--- src/pcm_pkg.sv ---
// pcm_pkg: shared types, constants and helpers for the paged character machine step core
// used by pcm_xlate and paged_char_machine_step_core; no dependencies
`default_nettype none

package pcm_pkg;

    localparam int FRAMES          = 30;
    localparam int WORDS_PER_FRAME = 10;
    localparam int MEM_WORDS       = FRAMES * WORDS_PER_FRAME;
    localparam int MEM_AW          = $clog2(MEM_WORDS);

    localparam int PTB_W  = 9;
    localparam int TLIM_W = 14;
    localparam int CFG_W  = 14;

    localparam logic [31:0]       SPACES   = 32'h2020_2020;
    localparam logic [TLIM_W-1:0] TIME_SAT = 14'd10000;

    localparam logic [7:0] CH_H     = 8'h48;
    localparam logic [7:0] CH_SPACE = 8'h20;

    localparam logic [15:0] OP_LR = 16'h4C52;
    localparam logic [15:0] OP_SR = 16'h5352;
    localparam logic [15:0] OP_CR = 16'h4352;
    localparam logic [15:0] OP_BT = 16'h4254;
    localparam logic [15:0] OP_GD = 16'h4744;
    localparam logic [15:0] OP_PD = 16'h5044;

    typedef enum logic [1:0] {
        FN_WRITE = 2'd0,
        FN_READ  = 2'd1,
        FN_EXEC  = 2'd2,
        FN_START = 2'd3
    } t_func;

    typedef enum logic [0:0] {
        CFG_PT_BASE    = 1'b0,
        CFG_TIME_LIMIT = 1'b1
    } t_cfg;

    typedef enum logic [3:0] {
        ST_OK          = 4'd0,
        ST_HALT        = 4'd1,
        ST_READ_REQ    = 4'd2,
        ST_WRITE_REQ   = 4'd3,
        ST_OPCODE_ERR  = 4'd4,
        ST_OPERAND_ERR = 4'd5,
        ST_VALID_FAULT = 4'd6,
        ST_INVAL_FAULT = 4'd7,
        ST_BAD_ENTRY   = 4'd8
    } t_status;

    typedef enum logic [2:0] {
        S_CLEAR,
        S_IDLE,
        S_IENT,
        S_IR,
        S_OENT,
        S_OPR,
        S_RD,
        S_DONE
    } t_state;

    // result of the shared translation unit
    typedef struct packed {
        logic [MEM_AW-1:0] pte_addr;
        logic              pte_ok;
        logic              fault;
        logic              bad;
        logic [MEM_AW-1:0] ra;
    } t_xlate;

    function automatic logic is_digit(input logic [7:0] c);
        return (c >= 8'h30) && (c <= 8'h39);
    endfunction

    // low nibble of an ascii digit is its value
    function automatic logic [3:0] digit_val(input logic [7:0] c);
        return c[3:0];
    endfunction

endpackage

`default_nettype wire

--- src/pcm_xlate.sv ---
// pcm_xlate: page table lookup unit, shared by instruction fetch and operand mapping
// depends on pcm_pkg
`default_nettype none

module pcm_xlate (
    input  wire logic [pcm_pkg::PTB_W-1:0] i_base,
    input  wire logic [3:0]                i_tens,
    input  wire logic [3:0]                i_ones,
    input  wire logic [31:0]               i_entry,
    output pcm_pkg::t_xlate                o_xl
);

    logic [9:0] pte_sum;
    logic       pte_ok;
    logic [3:0] d0, d1, d2, d3;
    logic       all_digit;
    logic [6:0] frame;
    logic [9:0] ra_full;
    logic       fault;
    logic       bad;

    always_comb begin
        pte_sum = {1'b0, i_base} + {6'b0, i_tens};
        pte_ok  = pte_sum < 10'(pcm_pkg::MEM_WORDS);

        d0 = pcm_pkg::digit_val(i_entry[31:24]);
        d1 = pcm_pkg::digit_val(i_entry[23:16]);
        d2 = pcm_pkg::digit_val(i_entry[15:8]);
        d3 = pcm_pkg::digit_val(i_entry[7:0]);
        all_digit = pcm_pkg::is_digit(i_entry[31:24]) && pcm_pkg::is_digit(i_entry[23:16])
                 && pcm_pkg::is_digit(i_entry[15:8])  && pcm_pkg::is_digit(i_entry[7:0]);

        // upper two digits must be zero for any frame below the frame count
        frame   = ({3'b0, d2} << 3) + ({3'b0, d2} << 1) + {3'b0, d3};
        ra_full = ({3'b0, frame} << 3) + ({3'b0, frame} << 1) + {6'b0, i_ones};

        fault = i_entry == pcm_pkg::SPACES;
        bad   = !fault && (!all_digit || (d0 != 4'd0) || (d1 != 4'd0)
                           || (frame >= 7'(pcm_pkg::FRAMES)));

        o_xl.pte_addr = pte_ok ? pcm_pkg::MEM_AW'(pte_sum) : '0;
        o_xl.pte_ok   = pte_ok;
        o_xl.fault    = fault;
        o_xl.bad      = bad;
        o_xl.ra       = (!fault && !bad) ? pcm_pkg::MEM_AW'(ra_full) : '0;
    end

endmodule

`default_nettype wire

--- config.mk ---
export PLATFORM = sky130hd
export DESIGN_NAME = pcm_xlate
export DESIGN_NICKNAME = d
export VERILOG_FILES = /design/src/pcm_pkg.sv /design/src/pcm_xlate.sv
export SDC_FILE = /design/constraint.sdc
export NUM_CORES = 1
export LEC_CHECK = 0
export ABC_AREA = 1
export ABC_CLOCK_PERIOD_IN_PS = 10030
export BUFFER_PORTS_ARGS = -buffer_cell sky130_fd_sc_hd__buf_2
export CAP_MARGIN = 20
export CORE_AREA = 2 2 53 55
export DETAILED_ROUTE_END_ITERATION = 7
export DIE_AREA = 0 0 55 57
export PLACE_DENSITY_LB_ADDON = 0.15
export SYNTH_ARGS = -nofsm -noshare
export SYNTH_HDL_FRONTEND = slang
export SYNTH_SLANG_ARGS = --single-unit
--- constraint.sdc ---
create_clock -name vclk -period 10.03
set_input_delay 2.006 -clock vclk [all_inputs]
set_output_delay 2.006 -clock vclk [all_outputs]
set_load 0.05 [all_outputs]
=== Word-level counts from Yosys, hierarchy flattened ===
Index checks and enable logic that the tools add are counted.

* $add $sub $neg: 5
* Order comparisons: 10
* Equal/unequal tests: 1
* Mux-type cells: 2
* Reductions and logical operators: 17

{| class="wikitable"
|+ Operators with widths
! cell !! count
|-
| $eq 32x30->1 const B || 1
|-
| $ge 8x6->1 const B || 4
|-
| $le 8x6->1 const B || 4
|-
| $mux 9 || 2
|-
| $add 9x4->10 || 1
|-
| $lt 10x9->1 const B || 1
|-
| $add 9x4->9 || 1
|-
| $add 9x8->9 || 1
|-
| $logic_and 1x1->1 || 9
|-
| $reduce_bool 4->1 || 2
|-
| $add 7x4->7 || 1
|-
| $add 7x5->7 || 1
|-
| $ge 7x5->1 const B || 1
|-
| $logic_not 1->1 || 3
|-
| $logic_or 1x1->1 || 3
|}

* Bits in registers: 0
* Input port bits: 49
* Logic and storage cells: 35

=== Logic depth before layout (Yosys ltp) ===
Gate-level depths: netlist (run 1).

* Depth in word-level cells: 13
* Depth in mapped cells: 18

=== Least setup slack after synthesis (run 1) ===
Ideal clock, no wire load.

* Kind: input to output
* Start: in i_entry[3]
* End: out o_xl[7] in the netlist's numbering
* Arrival time: 5.438 ns
* Required time: 8.024 ns
* Slack: 2.586 ns
* Cell stages on the path: 14
* Buffers on the path: 0
* Cell sequence: inv_1 fa_1 inv_1 fa_1 xnor2_1 inv_1 ha_1 ha_1 nand2_1 inv_1 nand4_1 nand3_1 and2_1 nor3_1

{| class="wikitable"
|+ RTL lines
! what !! line !! text
|-
| start, declared || pcm_xlate.sv:9 || <nowiki>input wire logic [31:0] i_entry,</nowiki>
|-
| end, declared || pcm_xlate.sv:10 || <nowiki>output pcm_pkg::t_xlate o_xl</nowiki>
|}

==> impl_metrics.yaml, run 1 <==
outcome:
  outcome: "complete, no violations"
finish:
  seqCellArea_sq_um: 0
  final_common_cell: "buf_2"
  clkbuf_count: 0
  final_area_sq_mm: 0.00166
  final.fill_count: 273
  seq_cell_count: 0
  synthToLayoutAreaGrowth_pct: 28.4
  antenna_cells: 0
  final_cells: 320
  drive_gt1_share_pct: 27.7
  final_cell_mix: "70 x buf_2, 50 x nand2_1, 42 x inv_1"
  nets: 368
die:
  die_x_um: 55
  core_area_sq_mm: 0.00262
  die_h_um: 57
  start_util_pct: 49.4
  num_rows: 19
  dieArea_sq_mm: 0.00314
  io_pins: 70
sta:
  hold_ws_ns: 4.37
  layout_min_cycle_time_ns: 7.09
  fin_ws_ns: 2.94
  setup_viol: 0
  relSlewSlack_pct: 80.3
  worst_pin_slew_ns: 0.292
  fmax_ghz: 0.141
  grt_setup_unrepaired: "false"
  finalMaxSlewViolations: 0
  min_period_over_period_pct: 70.7
  setup_tns_ns: 0
  final_hold_viol_count: 0
critical_path:
  worst_path_max_delay_cell: "fa_1"
  cp_slowest_stage_delay_ns: 0.52
  worstPathRequired_ns: 8.02
  worst_setup_path_start_kind: "primary input"
  crit_arrival_ns: 5.08
  cp-end-kind: "output pin"
  path_cells: "buf_2 > inv_1 > fa_1 > inv_1 > fa_1 > nand3_1 > nand2_1 > xor2_1 > ha_1 > ha_1 > nand2_1 > inv_1 > nand4_1 > o211ai_1 > nand3_1 > nand3_1 > nor2_1 > buf_2"
  critPathKind: "primary input to output pin"
  critPathLaunch: "i_entry[3]"
  worstPathMaxFanout: 4
pwr:
  power_density_mw_per_mm2: 87.2
  peakVddDrop_v: 0.0000753
  power.leakage_nw: 1.05
routing:
  first_iter_violations: 12
  routedWlPerCell_um: 8.68
  firstDrtPassIters: 4
  vias: 1547
  postRouteAntennaNets: 0
  drt-total-wl_um: 2780
  vias_per_cell: 4.83
  drc: 0
synthesis:
  syn_inst: 222
  seq_area_frac_synth_pct: 0
  synth_area_sq_mm: 0.00129
  synth.net_count: 299
  yosysWarnings: 0
  syn_avg_cell_area_sq_um: 5.82
  ys_types: 24
worst_hold_path:
  min_path_type: "primary input to output pin"
  hold_start: "i_ones[0]"
  holdPathStages: 4
global_routing:
  grt_max_degree: 10
  grt-ovfl-total: 0
  grt_first_pass_wirelength_um: 4520
  antenna_found_initial: 0
  track_usage_pct: 17.7
  grt_pass1_vias: 1272
place:
  dp.cells: 320
  place_ws_ns: 2.93
  io_buffers: 70
  dp.final_hpwl_um: 2570
  post_dp_cell_area_sq_mm: 0.00166
  routabilityCongestion: 0.819
clock_tree:
  post_cts_buffers: 0
  cts_hold_buf: 0
  post_cts_resized: 0
run:
  drv_cap: 0
-- report_power, final --
part	internal [mW]	total [mW]	switching [mW]	leakage [nW]
sequential	0	0	0	0
combinational	0.0562	0.145	0.0884	1.05
clock	0	0	0	0
-- per-layer routing --
metal  vias up  GRT usage, %  routed length [um]
met3         0         0.262                 153
met5         -             0                   0
met4         0             0                   0
met2        44          36.6                1420
met1       653          20.3                1210
li1        850             -                   -
-- path summary, 6_finish.rpt --
| check | slack, ns | endpoint |
|---|---|---|
| worst min-delay path | 4.37 | o_xl[0] |
| worst max-delay path | 2.94 | o_xl[8] |
-- cells by family after synthesis --
| logic type | Yosys count | synth area share (%) |
|---|---|---|
| AO/OA/AOI/OAI | 15 | 6.58 |
| adder cells (fa/ha/maj) | 28 | 30.0 |
| buffers and inverters | 45 | 13.9 |
| XOR/XNOR | 7 | 4.74 |
| AND/OR/NAND/NOR | 127 | 44.7 |
-- cells in the mapped netlist (all sizes together) --
cell type	n	area, sq um
nor3	4	25.0
xor2	3	26.3
nor2	35	134
ha	23	288
nand4	7	43.8
nand3	17	95.1
xnor2	4	35.0
a21oi	7	38.8
nor4	4	25.0
nand2	55	219
a31oi	1	6.26
a21o	1	7.51
inv	42	158
and2	1	6.26
buf	3	22.5
fa	5	100
o21ai	5	25.0
nand3b	4	30.0
o211ai	1	7.51
-- critical path, delay by kind of cell --
| kind | cells | cell delay, ns |
|---|---|---|
| fa+ha+maj | 4 | 1.58 |
| buf+inv | 5 | 0.55 |
| xor+xnor | 1 | 0.22 |
| simple gates | 7 | 0.63 |
| compound gates | 1 | 0.10 |
-- area by class of cell --
class / instances / area [sq um] / share of cell area (%)
Multi-Input combinational cell: 177 / 1110 / 67.0
Timing Repair Buffer: 70 / 350 / 21.1
Inverter: 42 / 158 / 9.50
Tap cell: 31 / 38.8 / 2.34
-- per-stage QoR --
| step | power [mW] | utilization (%) |
|---|---|---|
| 3_5_place_dp | 0.145 | 63.4 |
| 4_1_cts | 0.146 | 63.4 |
| 5_1_grt | 0.167 | 63.4 |
| 3_3_place_gp | 0.145 | 63.4 |
| 2_1_floorplan | 0.113 | - |
| 6_report | 0.145 | 63.4 |
(Power assumes the default switching activity.)
==> inputs of run 2 (changes only) <==
--- a/config.mk
+++ b/config.mk
@@ -5,13 +5,13 @@
 export SDC_FILE = /design/constraint.sdc
 export NUM_CORES = 1
 export LEC_CHECK = 0
-export ABC_AREA = 1
-export ABC_CLOCK_PERIOD_IN_PS = 10030
+export ABC_AREA = 0
+export ABC_CLOCK_PERIOD_IN_PS = 7200
 export BUFFER_PORTS_ARGS = -buffer_cell sky130_fd_sc_hd__buf_2
 export CAP_MARGIN = 20
-export CORE_AREA = 2 2 53 55
+export CORE_AREA = 2 2 40 78
 export DETAILED_ROUTE_END_ITERATION = 7
-export DIE_AREA = 0 0 55 57
+export DIE_AREA = 0 0 42 80
 export PLACE_DENSITY_LB_ADDON = 0.15
 export SYNTH_ARGS = -nofsm -noshare
 export SYNTH_HDL_FRONTEND = slang
==> constraint.sdc (replaced) <==
create_clock -name vclk -period 7.2
set_input_delay 1.44 -clock vclk [all_inputs]
set_output_delay 1.44 -clock vclk [all_outputs]
set_load 0.05 [all_outputs]
==> impl_metrics.yaml, run 2 <==
die:
  core_area_sq_mm: 0.00274
  start_util_pct: 45.0
  dieArea_sq_mm: 0.00336
  die_x_um: 42
  io_pins: 70
  die_h_um: 80
  num_rows: 27
critical_path:
  worstPathMaxFanout: 8
  worstPathRequired_ns: 5.76
  critPathKind: "primary input to output pin"
  cp-end-kind: "output pin"
  crit_family: "adder cells"
  worst_setup_path_start_kind: "primary input"
  worst_path_max_delay_cell: "fa_1"
  cp_slowest_stage_delay_ns: 0.53
  path_cells: "buf_2 > inv_1 > fa_1 > inv_1 > fa_1 > a21o_1 > a21oi_1 > xnor2_1 > ha_1 > ha_1 > o41a_1 > a31oi_1 > buf_2"
  cp_num_buf_inv: 4
  crit_arrival_ns: 4.66
place:
  place_ws_ns: 1.09
  routabilityCongestion: 0.864
  dp.cells: 264
  io_buffers: 70
  dp.final_hpwl_um: 3210
routing:
  vias: 1473
  vias_per_cell: 5.58
  m1WireLength_um: 1160
  firstDrtPassIters: 3
  drc: 0
  route.met3.wl_um: 114
  wl_met2_um: 2130
  highest_layer: "met4"
  drt-total-wl_um: 3500
  postRouteAntennaNets: 0
  first_iter_violations: 16
  routedWlPerCell_um: 13.3
outcome:
  outcome: "complete, no violations"
pwr:
  pwr-share-seq_pct: 0
  peakVddDrop_v: 0.000112
  switching_power_uw: 128
  power_frac_comb_pct: 100.0
  switching_share_pct: 59.8
  p_int_uw: 86.3
  power.leakage_nw: 0.821
  power_density_mw_per_mm2: 136
  power_frac_clock_pct: 0
sta:
  final_hold_viol_count: 0
  relSlewSlack_pct: 68.0
  worst_pin_slew_ns: 0.477
  setup_tns_ns: 0
  fmax_ghz: 0.164
  grt_setup_unrepaired: "false"
  min_period_over_period_pct: 84.7
  fin_ws_ns: 1.10
  setup_viol: 0
  layout_min_cycle_time_ns: 6.10
  finalMaxSlewViolations: 0
synthesis:
  syn_inst: 170
  synth_area_sq_mm: 0.00123
  synth_compound_area_share_pct: 21.5
  synth_fa_ha_area_share_pct: 31.5
  netlist_top_cells_area: "ha_1 23%, fa_1 8.1%, xnor2_1 7.1%, inv_1 5.5%, a21oi_1 5.3%"
  synth_common_cells: "23 x ha_1, 18 x inv_1, 16 x nor2_1, 13 x a21oi_1, 13 x o21ai_0"
  synth_simple_gate_area_share_pct: 28.4
  synth.net_count: 247
  ys_types: 37
  seq_area_frac_synth_pct: 0
  yosysMostFrequentCell: "ha_1"
  synth_top_area_share_pct: 23.4
  yosys-mux-area-fraction_pct: 0.813
  synthXorXnorAreaFrac_pct: 9.25
  yosysWarnings: 0
  syn_avg_cell_area_sq_um: 7.24
  yosysTopAreaCell: "ha_1"
  synth_top_family_by_area: "adder cells"
finish:
  final_cell_mix: "70 x buf_2, 23 x ha_1, 18 x inv_1"
  synthToLayoutAreaGrowth_pct: 28.4
  drive_gt1_share_pct: 31.1
  clkbuf_count: 0
  final_common_cell: "buf_2"
  seqCellArea_sq_um: 0
  final_cells: 264
  nets: 314
  final.fill_count: 301
  antenna_cells: 0
  seq_cell_count: 0
clock_tree:
  post_cts_resized: 0
  post_cts_buffers: 0
  cts_hold_buf: 0
global_routing:
  track_usage_pct: 20.8
  grt_first_pass_wirelength_um: 5690
  grt_pass1_vias: 1396
  grt-ovfl-total: 0
  grt_max_degree: 10
  antenna_found_initial: 0
worst_hold_path:
  min_path_type: "primary input to output pin"
run:
  drv_cap: 0
run 2: per-layer routing:
metal,up-vias,global-route usage (%)
li1,753,-
met1,674,19.1
met5,-,0
met2,38,45.8
met4,0,5.81
met3,8,0.679
run 2: per-stage QoR:
stage / power [mW] / hold slack [ns] / util [%] / area, sq um
after floorplan: 0.164 / 3.06 / - / 1230
after global placement: 0.214 / 3.25 / 57.8 / 1580
after detailed placement: 0.215 / 3.25 / 57.8 / 1580
after CTS: 0.216 / 3.25 / 57.8 / 1580
after global routing: 0.243 / 3.26 / 57.8 / 1580
final: 0.215 / 3.25 / 57.8 / 1580
run 2: cells by family after synthesis:
logic type | Yosys count
compound gates | 44
xor+xnor | 13
simple gates | 61
buf+inv | 23
mux | 1
fa+ha+maj | 28
run 2: layout make-up:
| type | count | area [sq um] | area share [%] |
|---|---|---|---|
| multi-input combinational | 147 | 1130 | 71.3 |
| timing repair buffer | 70 | 350 | 22.2 |
| inverter | 18 | 67.6 | 4.28 |
| tap | 29 | 36.3 | 2.30 |
run 2: final timing paths:
check | depth (start not counted) | endpoint | start
setup / recovery | 13 | o_xl[7] | i_entry[3]
hold / removal | 4 | o_xl[0] | i_ones[0]
run 2: power groups by stage:
stage | Combinational [mW] | Clock (mW) | Sequential (mW)
final | 0.215 | 0 | 0
after global routing | 0.243 | 0 | 0
after CTS | 0.216 | 0 | 0
after detailed placement | 0.215 | 0 | 0
after global placement | 0.214 | 0 | 0
after floorplan | 0.164 | 0 | 0
run 2: worst min-delay path, cell delays in order:
cell	delay, ns
buf_2	0.09
inv_1	0.04
nor2_1	0.03
buf_2	0.20
